--- config.mk ---
export PLATFORM = sky130hd
export DESIGN_NAME = greedy_word_wrapper_top
export DESIGN_NICKNAME = d
export VERILOG_FILES = /design/src/sv/gwr_pkg.sv /design/src/sv/gwr_fifo.sv /design/src/sv/gwr_front.sv /design/src/sv/gwr_back.sv /design/src/sv/greedy_word_wrapper_top.sv
export SDC_FILE = /design/constraint.sdc
export NUM_CORES = 1
export LEC_CHECK = 0
export BUFFER_PORTS_ARGS = -buffer_cell sky130_fd_sc_hd__buf_2
export CAP_MARGIN = 15
export CORE_ASPECT_RATIO = 2
export CORE_MARGIN = 5
export CORE_UTILIZATION = 35
export CTS_BUF_LIST = sky130_fd_sc_hd__clkbuf_16
export DETAILED_ROUTE_END_ITERATION = 7
export SLEW_MARGIN = 20
export SYNTH_ARGS = -nofsm -noshare
export SYNTH_HDL_FRONTEND = slang
export SYNTH_SLANG_ARGS = --single-unit
--- constraint.sdc ---
create_clock -name aclk -period 5.5 [get_ports aclk]
set_input_delay 0.55 -clock aclk [delete_from_list [all_inputs] [get_ports aclk]]
set_output_delay 0.55 -clock aclk [all_outputs]
set_load 0.02 [all_outputs]
--- src/sv/gwr_pkg.sv ---
// Shared types and constants of the greedy word wrapper.
package gwr_pkg;

    localparam logic [7:0] BYTE_SPACE   = 8'd32;
    localparam logic [7:0] BYTE_NEWLINE = 8'd10;
    localparam logic [7:0] WIDTH_RESET  = 8'd110;

    localparam logic KIND_CHAR = 1'b0;
    localparam logic KIND_EOL  = 1'b1;

    // Command queue between the front and back parts.
    localparam int FIFO_DEPTH = 4;
    localparam int FIFO_PW    = 2;

    typedef struct packed {
        logic [7:0] text_byte;
        logic       end_of_text;
    } in_item_t;

    typedef struct packed {
        logic       item_kind;
        logic [7:0] out_byte;
        logic       word_cut;
        logic       run_last;
    } out_item_t;

    // What goes in front of a word: nothing, a space, one or two line ends.
    typedef enum logic [1:0] {
        LEAD_NONE  = 2'd0,
        LEAD_SPACE = 2'd1,
        LEAD_EOL   = 2'd2,
        LEAD_EOL2  = 2'd3
    } lead_t;

    typedef struct packed {
        lead_t lead;
        logic  word_cut;
        logic  bank;
        logic  tail;
    } gwr_cmd_t;

    typedef enum logic [3:0] {
        ST_IDLE = 4'b0001,
        ST_LEAD = 4'b0010,
        ST_WORD = 4'b0100,
        ST_TAIL = 4'b1000
    } back_state_t;

endpackage

--- src/sv/gwr_fifo.sv ---
// Small command queue between the front and back parts of the wrapper.
module gwr_fifo
    import gwr_pkg::*;
#(
    parameter int WIDTH = 8
) (
    input  logic             aclk,
    input  logic             aresetn,
    input  logic             push,
    input  logic [WIDTH-1:0] push_data,
    output logic             full,
    input  logic             pop,
    output logic [WIDTH-1:0] pop_data,
    output logic             empty
);

    logic [WIDTH-1:0]   slot_reg [FIFO_DEPTH];
    logic [FIFO_PW-1:0] wr_ptr_reg, wr_ptr_next;
    logic [FIFO_PW-1:0] rd_ptr_reg, rd_ptr_next;
    logic [FIFO_PW:0]   count_reg, count_next;
    logic               do_push, do_pop;

    assign full     = (count_reg == (FIFO_PW+1)'(FIFO_DEPTH));
    assign empty    = (count_reg == '0);
    assign pop_data = slot_reg[rd_ptr_reg];
    assign do_push  = push && !full;
    assign do_pop   = pop && !empty;

    always_comb begin
        wr_ptr_next = do_push ? wr_ptr_reg + 1'b1 : wr_ptr_reg;
        rd_ptr_next = do_pop ? rd_ptr_reg + 1'b1 : rd_ptr_reg;
        count_next  = count_reg;
        if (do_push && !do_pop) begin
            count_next = count_reg + 1'b1;
        end else if (do_pop && !do_push) begin
            count_next = count_reg - 1'b1;
        end
    end

    always_ff @(posedge aclk) begin
        if (do_push) begin
            slot_reg[wr_ptr_reg] <= push_data;
        end
    end

    always_ff @(posedge aclk) begin
        if (!aresetn) begin
            wr_ptr_reg <= '0;
            rd_ptr_reg <= '0;
            count_reg  <= '0;
        end else begin
            wr_ptr_reg <= wr_ptr_next;
            rd_ptr_reg <= rd_ptr_next;
            count_reg  <= count_next;
        end
    end

endmodule

--- src/sv/gwr_front.sv ---
// Front part: accepts bytes, collects words, makes the wrap decisions.
module gwr_front
    import gwr_pkg::*;
#(
    parameter int MAX_WORD = 32,
    parameter int IDXW     = 5,
    parameter int LENW     = 6
) (
    input  logic            aclk,
    input  logic            aresetn,
    input  logic            s_valid,
    output logic            s_ready,
    input  in_item_t        s_data,
    input  logic            cfg_valid,
    input  logic            cfg_ready,
    input  logic [7:0]      cfg_data,
    input  logic            fifo_full,
    output logic            cmd_push,
    output gwr_cmd_t        cmd,
    output logic [LENW-1:0] cmd_len,
    output logic            wr_en,
    output logic [IDXW:0]   wr_addr,
    output logic [7:0]      wr_data,
    input  logic            word_done
);

    logic [7:0]      line_width_reg;
    logic [7:0]      line_len_reg, line_len_next;
    logic [LENW-1:0] word_len_reg, word_len_next;
    logic            ovf_reg, ovf_next;
    logic            para_reg, para_next;
    logic            wbank_reg;
    logic [1:0]      pending_reg, pending_next;

    logic            is_nl, is_sp, is_chr, room, finish, has_word, para_nl, fits, acc;
    logic [LENW-1:0] wl_eff;
    logic            ovf_eff;
    logic [8:0]      fit_sum;
    logic [7:0]      line_after;
    lead_t           lead;
    logic            tail;

    always_comb begin
        is_nl    = (s_data.text_byte == BYTE_NEWLINE);
        is_sp    = (s_data.text_byte == BYTE_SPACE);
        is_chr   = !is_nl && !is_sp;
        room     = (word_len_reg < LENW'(MAX_WORD));
        wl_eff   = (is_chr && room) ? word_len_reg + 1'b1 : word_len_reg;
        ovf_eff  = ovf_reg | (is_chr & ~room);
        para_nl  = is_nl && !para_reg;
        finish   = is_sp || (is_nl && para_reg) || s_data.end_of_text;
        has_word = finish && (wl_eff != '0);
        fit_sum  = 9'(line_len_reg) + 9'(wl_eff) + 9'd1;
        fits     = (fit_sum <= {1'b0, line_width_reg});

        lead       = LEAD_NONE;
        line_after = line_len_reg;
        if (para_nl) begin
            lead       = (line_len_reg != '0) ? LEAD_EOL2 : LEAD_EOL;
            line_after = '0;
        end else if (has_word) begin
            line_after = 8'(wl_eff);
            if (line_len_reg != '0) begin
                if (fits) begin
                    lead       = LEAD_SPACE;
                    line_after = fit_sum[7:0];
                end else begin
                    lead = LEAD_EOL;
                end
            end
        end
        tail = s_data.end_of_text && (line_after != '0);

        // Both word banks busy means the next character has nowhere to go.
        s_ready  = !fifo_full && (pending_reg != 2'd2);
        acc      = s_valid && s_ready;
        cmd_push = acc && ((lead != LEAD_NONE) || has_word || tail);

        cmd.lead     = lead;
        cmd.word_cut = ovf_eff;
        cmd.bank     = wbank_reg;
        cmd.tail     = tail;
        cmd_len      = has_word ? wl_eff : '0;

        wr_en   = acc && is_chr && room;
        wr_addr = {wbank_reg, word_len_reg[IDXW-1:0]};
        wr_data = s_data.text_byte;

        line_len_next = line_len_reg;
        word_len_next = word_len_reg;
        ovf_next      = ovf_reg;
        para_next     = para_reg;
        if (acc) begin
            if (s_data.end_of_text) begin
                line_len_next = '0;
                word_len_next = '0;
                ovf_next      = 1'b0;
                para_next     = 1'b0;
            end else begin
                line_len_next = line_after;
                word_len_next = finish ? '0 : wl_eff;
                ovf_next      = finish ? 1'b0 : ovf_eff;
                para_next     = !is_nl;
            end
        end

        pending_next = pending_reg;
        if ((acc && has_word) && !word_done) begin
            pending_next = pending_reg + 1'b1;
        end else if (!(acc && has_word) && word_done) begin
            pending_next = pending_reg - 1'b1;
        end
    end

    always_ff @(posedge aclk) begin
        if (!aresetn) begin
            line_width_reg <= WIDTH_RESET;
            line_len_reg   <= '0;
            word_len_reg   <= '0;
            ovf_reg        <= 1'b0;
            para_reg       <= 1'b0;
            wbank_reg      <= 1'b0;
            pending_reg    <= '0;
        end else begin
            if (cfg_valid && cfg_ready) begin
                line_width_reg <= cfg_data;
            end
            line_len_reg <= line_len_next;
            word_len_reg <= word_len_next;
            ovf_reg      <= ovf_next;
            para_reg     <= para_next;
            pending_reg  <= pending_next;
            if (acc && has_word) begin
                wbank_reg <= ~wbank_reg;
            end
        end
    end

endmodule

--- src/sv/gwr_back.sv ---
// Back part: holds the word memory and plays commands out as result transfers.
module gwr_back
    import gwr_pkg::*;
#(
    parameter int IDXW = 5,
    parameter int LENW = 6
) (
    input  logic            aclk,
    input  logic            aresetn,
    input  logic            fifo_empty,
    output logic            cmd_pop,
    input  gwr_cmd_t        cmd,
    input  logic [LENW-1:0] cmd_len,
    input  logic            wr_en,
    input  logic [IDXW:0]   wr_addr,
    input  logic [7:0]      wr_data,
    output logic            word_done,
    output logic            m_valid,
    input  logic            m_ready,
    output out_item_t       m_data
);

    localparam int MemDepth = 2 ** (IDXW + 1);

    logic [7:0]      word_mem [MemDepth];
    logic [7:0]      rdata_reg;
    back_state_t     state_reg, state_next;
    gwr_cmd_t        cur_reg, cur_next;
    logic [LENW-1:0] len_reg, len_next;
    logic [IDXW:0]   rd_ptr_reg, rd_ptr_next;
    logic            m_valid_reg;
    out_item_t       m_data_reg, emit_data;
    logic            emit, load_ok, at_end;
    back_state_t     after_lead;

    assign m_valid = m_valid_reg;
    assign m_data  = m_data_reg;
    assign load_ok = !m_valid_reg || m_ready;
    assign at_end  = (LENW'(rd_ptr_reg[IDXW-1:0]) + 1'b1 == len_reg);

    always_comb begin
        state_next  = state_reg;
        cur_next    = cur_reg;
        len_next    = len_reg;
        rd_ptr_next = rd_ptr_reg;
        cmd_pop     = 1'b0;
        emit        = 1'b0;
        emit_data   = '0;
        word_done   = 1'b0;

        if (len_reg != '0) begin
            after_lead = ST_WORD;
        end else if (cur_reg.tail) begin
            after_lead = ST_TAIL;
        end else begin
            after_lead = ST_IDLE;
        end

        unique case (state_reg)
            ST_IDLE: begin
                if (!fifo_empty) begin
                    cmd_pop     = 1'b1;
                    cur_next    = cmd;
                    len_next    = cmd_len;
                    rd_ptr_next = {cmd.bank, {IDXW{1'b0}}};
                    state_next  = ST_LEAD;
                end
            end
            ST_LEAD: begin
                unique case (cur_reg.lead)
                    LEAD_NONE: begin
                        state_next = after_lead;
                    end
                    LEAD_SPACE, LEAD_EOL: begin
                        if (load_ok) begin
                            emit                = 1'b1;
                            emit_data.item_kind = (cur_reg.lead == LEAD_EOL) ? KIND_EOL
                                                                            : KIND_CHAR;
                            emit_data.out_byte  = (cur_reg.lead == LEAD_EOL) ? 8'd0
                                                                            : BYTE_SPACE;
                            emit_data.run_last  = (after_lead == ST_IDLE);
                            state_next          = after_lead;
                        end
                    end
                    LEAD_EOL2: begin
                        if (load_ok) begin
                            emit                = 1'b1;
                            emit_data.item_kind = KIND_EOL;
                            emit_data.run_last  = 1'b0;
                            cur_next.lead       = LEAD_EOL;
                        end
                    end
                    default: begin
                        state_next = ST_IDLE;
                    end
                endcase
            end
            ST_WORD: begin
                if (load_ok) begin
                    emit                = 1'b1;
                    emit_data.item_kind = KIND_CHAR;
                    emit_data.out_byte  = rdata_reg;
                    emit_data.word_cut  = cur_reg.word_cut;
                    emit_data.run_last  = at_end && !cur_reg.tail;
                    if (at_end) begin
                        word_done  = 1'b1;
                        state_next = cur_reg.tail ? ST_TAIL : ST_IDLE;
                    end else begin
                        rd_ptr_next = rd_ptr_reg + {{IDXW{1'b0}}, 1'b1};
                    end
                end
            end
            ST_TAIL: begin
                if (load_ok) begin
                    emit                = 1'b1;
                    emit_data.item_kind = KIND_EOL;
                    emit_data.run_last  = 1'b1;
                    state_next          = ST_IDLE;
                end
            end
            default: begin
                state_next = ST_IDLE;
            end
        endcase
    end

    // The memory is read at the next read address, so rdata_reg holds the current character.
    always_ff @(posedge aclk) begin
        if (wr_en) begin
            word_mem[wr_addr] <= wr_data;
        end
        rdata_reg <= word_mem[rd_ptr_next];
    end

    always_ff @(posedge aclk) begin
        cur_reg    <= cur_next;
        len_reg    <= len_next;
        rd_ptr_reg <= rd_ptr_next;
        if (emit) begin
            m_data_reg <= emit_data;
        end
    end

    always_ff @(posedge aclk) begin
        if (!aresetn) begin
            state_reg   <= ST_IDLE;
            m_valid_reg <= 1'b0;
        end else begin
            state_reg <= state_next;
            if (emit) begin
                m_valid_reg <= 1'b1;
            end else if (m_ready) begin
                m_valid_reg <= 1'b0;
            end
        end
    end

endmodule

--- src/sv/greedy_word_wrapper_top.sv ---
// Top level of the greedy word wrapper: front part, command queue and back part.
//
// Text enters one byte per transfer on the s_ channel (valid/ready); the final byte of a
// text carries end_of_text. Wrapped lines leave on the m_ channel, one character or one
// end-of-line mark per transfer, with run_last set on the last result of each input byte.
// The line width, reset to 110, is written through the cfg_ channel, which is always ready;
// the user must write it only while the block is idle, which the block does not enforce.
// The front part takes one byte per cycle while it is ready, stores word characters in a
// two-bank word memory and turns each byte that ends a word, a paragraph or the text into
// at most one command. It holds off input while the command queue is full or both word
// banks still wait to be read out.
// The back part takes one command from the queue and then puts out one result per cycle
// while the output register is free to load. A command with no space or line end in front
// first passes its lead state without a result. A byte's first result goes through the
// command queue, the back part's command register and then the output register.
// A stalled receiver holds the output register; the back part then waits, while the
// front part keeps taking bytes until the queue or the word banks fill up.
// Reset (aresetn low at a clock edge) empties the queue, clears line, word and paragraph
// state and drops m_valid. The word memory needs no clearing.
module greedy_word_wrapper_top
    import gwr_pkg::*;
#(
    parameter int MAX_WORD = 32
) (
    input  logic      aclk,
    input  logic      aresetn,
    input  logic      s_valid,
    output logic      s_ready,
    input  in_item_t  s_data,
    output logic      m_valid,
    input  logic      m_ready,
    output out_item_t m_data,
    input  logic      cfg_valid,
    output logic      cfg_ready,
    input  logic [7:0] cfg_data
);

    // Index width into one word bank and width of a word length up to MAX_WORD.
    localparam int IDXW   = $clog2(MAX_WORD);
    localparam int LENW   = $clog2(MAX_WORD + 1);
    localparam int QWIDTH = $bits(gwr_cmd_t) + LENW;

    logic            fifo_full, fifo_empty, cmd_push, cmd_pop;
    gwr_cmd_t        push_cmd, pop_cmd;
    logic [LENW-1:0] push_len, pop_len;
    logic            wr_en, word_done;
    logic [IDXW:0]   wr_addr;
    logic [7:0]      wr_data;

    // The line width register accepts a write in every cycle.
    assign cfg_ready = 1'b1;

    gwr_front #(
        .MAX_WORD (MAX_WORD),
        .IDXW     (IDXW),
        .LENW     (LENW)
    ) u_front (
        .aclk      (aclk),
        .aresetn   (aresetn),
        .s_valid   (s_valid),
        .s_ready   (s_ready),
        .s_data    (s_data),
        .cfg_valid (cfg_valid),
        .cfg_ready (cfg_ready),
        .cfg_data  (cfg_data),
        .fifo_full (fifo_full),
        .cmd_push  (cmd_push),
        .cmd       (push_cmd),
        .cmd_len   (push_len),
        .wr_en     (wr_en),
        .wr_addr   (wr_addr),
        .wr_data   (wr_data),
        .word_done (word_done)
    );

    gwr_fifo #(
        .WIDTH (QWIDTH)
    ) u_fifo (
        .aclk      (aclk),
        .aresetn   (aresetn),
        .push      (cmd_push),
        .push_data ({push_cmd, push_len}),
        .full      (fifo_full),
        .pop       (cmd_pop),
        .pop_data  ({pop_cmd, pop_len}),
        .empty     (fifo_empty)
    );

    gwr_back #(
        .IDXW (IDXW),
        .LENW (LENW)
    ) u_back (
        .aclk       (aclk),
        .aresetn    (aresetn),
        .fifo_empty (fifo_empty),
        .cmd_pop    (cmd_pop),
        .cmd        (pop_cmd),
        .cmd_len    (pop_len),
        .wr_en      (wr_en),
        .wr_addr    (wr_addr),
        .wr_data    (wr_data),
        .word_done  (word_done),
        .m_valid    (m_valid),
        .m_ready    (m_ready),
        .m_data     (m_data)
    );

endmodule

Word-level counts from Yosys, hierarchy flattened
Memory sizes are Yosys's and may differ from the RTL's. A register that Yosys moved wholly into a read port is not among the register bits.
Index checks and enable logic that the tools add are counted.
Cells by class
  $add $sub $neg: 11
  order comparisons: 2
  equality and inequality tests: 21
  multiplexer cells: 65
  bitwise logic cells: 5
  reduce and logical (&&, ||, !) cells: 53
Operators with widths (count)
  6-bit two-way mux: 8
  8-bit two-way mux: 6
  4-bit two-way mux: 7
  1-bit two-way mux: 20
  2-bit two-way mux: 10
  1-bit logical AND: 19
  4-bit one-hot mux with 4 select lines: 1
  8-bit one-hot mux with 2 select lines: 1
  8-bit nonzero test: 2
  6-bit by 1-bit adder with 6-bit output (second input constant): 2
  6-bit one-hot mux with 2 select lines: 1
  6-bit nonzero test: 2
  1-bit zero test: 11
  10-bit two-way mux: 1
  2-bit nonzero test: 5
  8-bit by 6-bit adder with 9-bit output: 1
  9-bit by 1-bit adder with 9-bit output (second input constant): 1
  9-bit by 8-bit less-or-equal comparator with 1-bit output: 1
  9-bit two-way mux: 1
  4-bit by 1-bit == test with 1-bit output (second input constant): 2
  8-bit by 4-bit == test with 1-bit output (second input constant): 1
  8-bit by 6-bit == test with 1-bit output (second input constant): 1
  2-bit by 1-bit inequality test with 1-bit output (second input constant): 4
  4-bit one-hot mux with 2 select lines: 1
  other kinds (32): 48
Word-level totals
  flip-flop bits (word level): 67
  memory bits (writable): 556
  input bits: 22
  output and inout bits: 14
  memories kept: 2
Memory list
  u_back.word_mem: depth 64, width 8, rd ports 1, clocked after memory_dff 1, wr ports 1, RTL line gwr_back.sv:25  | logic [7:0] word_mem [MemDepth];
  u_fifo.slot_reg: depth 4, width 11, rd ports 1, clocked after memory_dff 1, wr ports 1, RTL line gwr_fifo.sv:17  | logic [WIDTH-1:0] slot_reg [FIFO_DEPTH];

Longest topological paths before layout
  depth in word-level cells: 21
  mapped depth: 22
  depth with buffers taken out: 21

By module
A second synthesis with hierarchy kept.
Unflattened totals
  cell total of the unflattened synthesis: 1989
  area total of the unflattened synthesis: 27076.0 um2
By module, submodules not included
  gwr_back: instances 1, cells each 1589, area an instance 22684.3 um2, seq. area each 16385.7 um2
  gwr_front: instances 1, cells each 293, area an instance 2311.0 um2, seq. area each 540.5 um2
  gwr_fifo: instances 1, cells each 105, area an instance 2069.5 um2, seq. area each 1501.4 um2
  greedy_word_wrapper_top: instances 1, cells each 2, area an instance 11.3 um2, seq. area each 0.0 um2

Worst setup path after synthesis
Ideal clock, no wire load.
  path kind: input port to flip-flop
  start point: input port s_data[3] (netlist bit)
  end point: memory u_fifo.slot_reg[0][6] (netlist bit) (data pin)
  setup time: 264 ps
  arrival time: 4441 ps
  data required time: 5236 ps
  path slack: 795 ps
  cell stages on the path: 21
  cell sequence: nor4_1 > o211ai_1 > and3_1 > xnor2_1 > inv_1 > ha_1 > nor2b_1 > o21ai_0 > nand2b_1 > a21o_1 > a21oi_1 > xnor2_1 > ha_1 > o21ai_0 > nand2b_1 > a21oi_1 > o32a_1 > and2_1 > clkbuf_1 > a41oi_1 > and3_1
RTL lines
  from (decl): RTL line greedy_word_wrapper_top.sv:29  | input in_item_t s_data,
  to (decl): RTL line gwr_fifo.sv:17

==> summary.txt <==
Status
  • Status: finished, final reports clean

STA
  • RSZ-0062 raised after global routing: no
  • Min cycle time layout: 4723 ps
  • Final worst slack: 777.4 ps
  • Worst Tran Pin Value: 1000 ps
  • Final hold violation count: 0
  • Final Setup Violations: 0
  • Maximum clock rate: 0.2117 GHz
  • Max-slew headroom: 0.3306
  • Period utilization: 0.8587
  • Setup TNS: 0 ps
  • Clk_skew: 33.26 ps
  • Final slew viol count: 0

Floorplan
  • Initial cell density of the core: 0.3525
  • Core box area: 76,930 um2
  • Die width: 206.8 um
  • Die area: 83,480 um2
  • Row cnt: 144
  • IO Pins: 36
  • Die Span Y: 403.6 um

GRT
  • Largest net degree at the start of global routing: 100
  • Initial antenna violation count: 1
  • First-pass GRT wire length: 105.6 mm
  • Total grt overflow: 0
  • Vias in the first global route: 16,670
  • Total Routing Usage GR: 0.1686

Cells and area
  • Max reg flops: 512
  • Fillers: 7,151
  • Syn-to-layout area delta: 11.27%
  • Layout net count: 2,080
  • Share of cells above drive strength 1: 0.1071
  • Post-route design area: 30,170 um2

Detailed routing
  • Final wirelength: 71.76 mm
  • Drt wl/cell: 23.18 um
  • Drt initial violations: 1,489
  • Vias per cell: 5.339
  • Antenna Nets Post-Route: 0
  • Vias: 16,520
  • Drt drc: 0
  • Pre-antenna DRT Iters: 5

Placement
  • DP HPWL: 49.25 mm
  • Area after DPL: 28,440 um2
  • Routability cong.: 0.9272
  • Pre-CTS setup slack: 200.9 ps
  • PortBufs: 34

Setup path
  • Worst-path cell chain: buf_2, and3b_1, o211a_1, nor2_1, mux2_2, ha_1, nor2b_1, o21ai_0, a21boi_0, o21ai_0, a21boi_0, o21ai_0, xnor2_1, ha_1, nor4_1, o21ai_0, a21oi_1, o32a_1, and2_1, a41oi_1, and3_1
  • Slowest stage cell, crit path: mux2_2
  • R2R Setup Slk: 970 ps
  • Crit path DAT: 5050 ps
  • Most used cell, CP: o21ai_0
  • Critical path endpoint category: flop
  • Crit Path Category: input port to flop
  • Worst path required time: 5830 ps
  • Startpoint type of the worst setup path: input port
  • Slowest stage delay, CP: 420 ps
  • Maximum fanout along the worst path: 6

Clocking
  • Root Driver: clkbuf_16
  • Clock transition at path regs: 70 ps
  • Clock sinks: 632
  • CTS H-tree lvls: 2
  • Clk_lat worst skew: 610 ps
  • CTS max path bufs: 3
  • CTS tree: yes
  • Hold buffer count at CTS: 0
  • Post-CTS sizing: 0
  • Post-CTS setup buffer count: 0
  • CTS Buf Count: 51

Power and ir drop
  • LEAKAGE: 11.46 nW
  • Pwr per Cell Area: 372.5 nW/um2
  • Total power: 0.01124 W
  • Max rail drop VDD: 0.2669 mV

Logic synthesis
  • Cell taking the most area after synthesis: edfxtp_1
  • FFs w/ async S/R, synth: 0
  • Most frequent cell after synthesis: edfxtp_1
  • Post-Syn Instances: 2,003
  • Syn avg cell area: 13.54 um2
  • Top cell type's share of synthesized area: 0.6390
  • Synthesis Warnings: 0
  • Register area share after synthesis: 0.6796
  • Post-synth EDFFs: 577
  • Top post-synthesis cells by area: edfxtp_1 64%, mux2i_1 6.0%, dfxtp_1 4.1%
  • Syn nets: 2,054
  • Seq cells post-synth: 632
  • Synth cell count leaders: 577 x edfxtp_1, 277 x nand2_1, 162 x mux2i_1
  • Primary FF master, synth: edfxtp_1
  • Mapped Area: 27,120 um2
  • Synth unique cells: 83

Hold path
  • HP Class: input port to flop

Flow run
  • Max-cap violations: 0
-- layout by cell type, fill, tap and decap left out, types with 11 or more instances in the layout --
cell,n
buf_4,45
mux2i_1,161
o21ai_0,81
dfxtp_1,55
a21oi_1,37
clkbuf_16,52
o32ai_1,22
and2_1,15
and3_1,126
a31oi_1,14
nor2_1,109
nand4_1,32
nand3_1,37
nor2b_1,26
buf_2,34
a22oi_1,12
a21o_1,14
edfxtp_1,577
xnor2_1,18
mux2_2,17
inv_1,49
mux4_2,11
o211ai_1,40
nand2_1,277
ha_1,27
-- worst max-delay path: cells and delay by family --
family	cells	cell delay, ps
compound gates	10	1860
simple gates	6	1340
fa+ha+maj	2	490
mux	1	420
buf+inv	1	230
xor+xnor	1	160
-- power breakdown --
part           total, W  leakage (nW)  internal [W]  switching, W
clock network   0.00382         0.868       0.00207       0.00175
logic           0.00190          4.94      0.000628       0.00128
registers       0.00551          5.65       0.00542     0.0000957
total            0.0112          11.5       0.00812       0.00312
-- per-layer routing --
layer,up-vias,wire length [um],global-route usage
met5,-,0,0
met4,0,5305,0.1077
met3,205,2594,0.01693
met2,535,39590,0.3182
met1,8217,24260,0.1737
li1,7566,-,-
-- cells by family (layout without fill, tap and decap cells) --
| kind of cell | count (synthesis) | after routing | share of synthesized area |
|---|---|---|---|
| other | 1 | 2 | 0.0001383 |
| buffers and inverters | 157 | 226 | 0.02722 |
| AND/OR/NAND/NOR | 685 | 685 | 0.1238 |
| adder cells (fa/ha/maj) | 29 | 29 | 0.01393 |
| XOR/XNOR | 28 | 28 | 0.009044 |
| flip-flops | 632 | 632 | 0.6796 |
| AO/OA/AOI/OAI | 281 | 281 | 0.07023 |
| multiplexers | 190 | 190 | 0.07600 |
-- path summary, 6_finish.rpt --
kind	depth (start not counted)	from	end
setup / recovery	21	s_data[6]	u_fifo.slot_reg[3][6]
hold / removal	3	cfg_data[5]	u_front.line_width_reg[5]
setup reg to reg	18	u_front.word_len_reg[0]	u_fifo.slot_reg[3][6]
hold reg to reg	2	u_front.pending_reg[1]	u_front.pending_reg[1]
-- metrics by stage --
step           hold WS [ps]  std cells    util
2_1_floorplan         458.3       2003       -
3_3_place_gp          478.1       2998  0.3697
3_5_place_dp          497.6       2998  0.3697
4_1_cts               150.4       3094  0.3921
5_1_grt               174.2       3095  0.3922
6_report              174.4       3095  0.3922
-- final cells by class --
cell class / count / area, um2 / area share
well taps: 1022 / 1279 / 0.04238
diodes: 1 / 2.502 / 0.00008294
multi-input cells: 1214 / 7970 / 0.2642
flip-flops and latches: 632 / 18430 / 0.6108
clock inverters: 44 / 426.7 / 0.01414
inverters: 47 / 176.4 / 0.005847
clock buffers: 52 / 1301 / 0.04313
repair buffers: 83 / 588.1 / 0.01949
No activity file was read; power rests on OpenSTA's default activity.
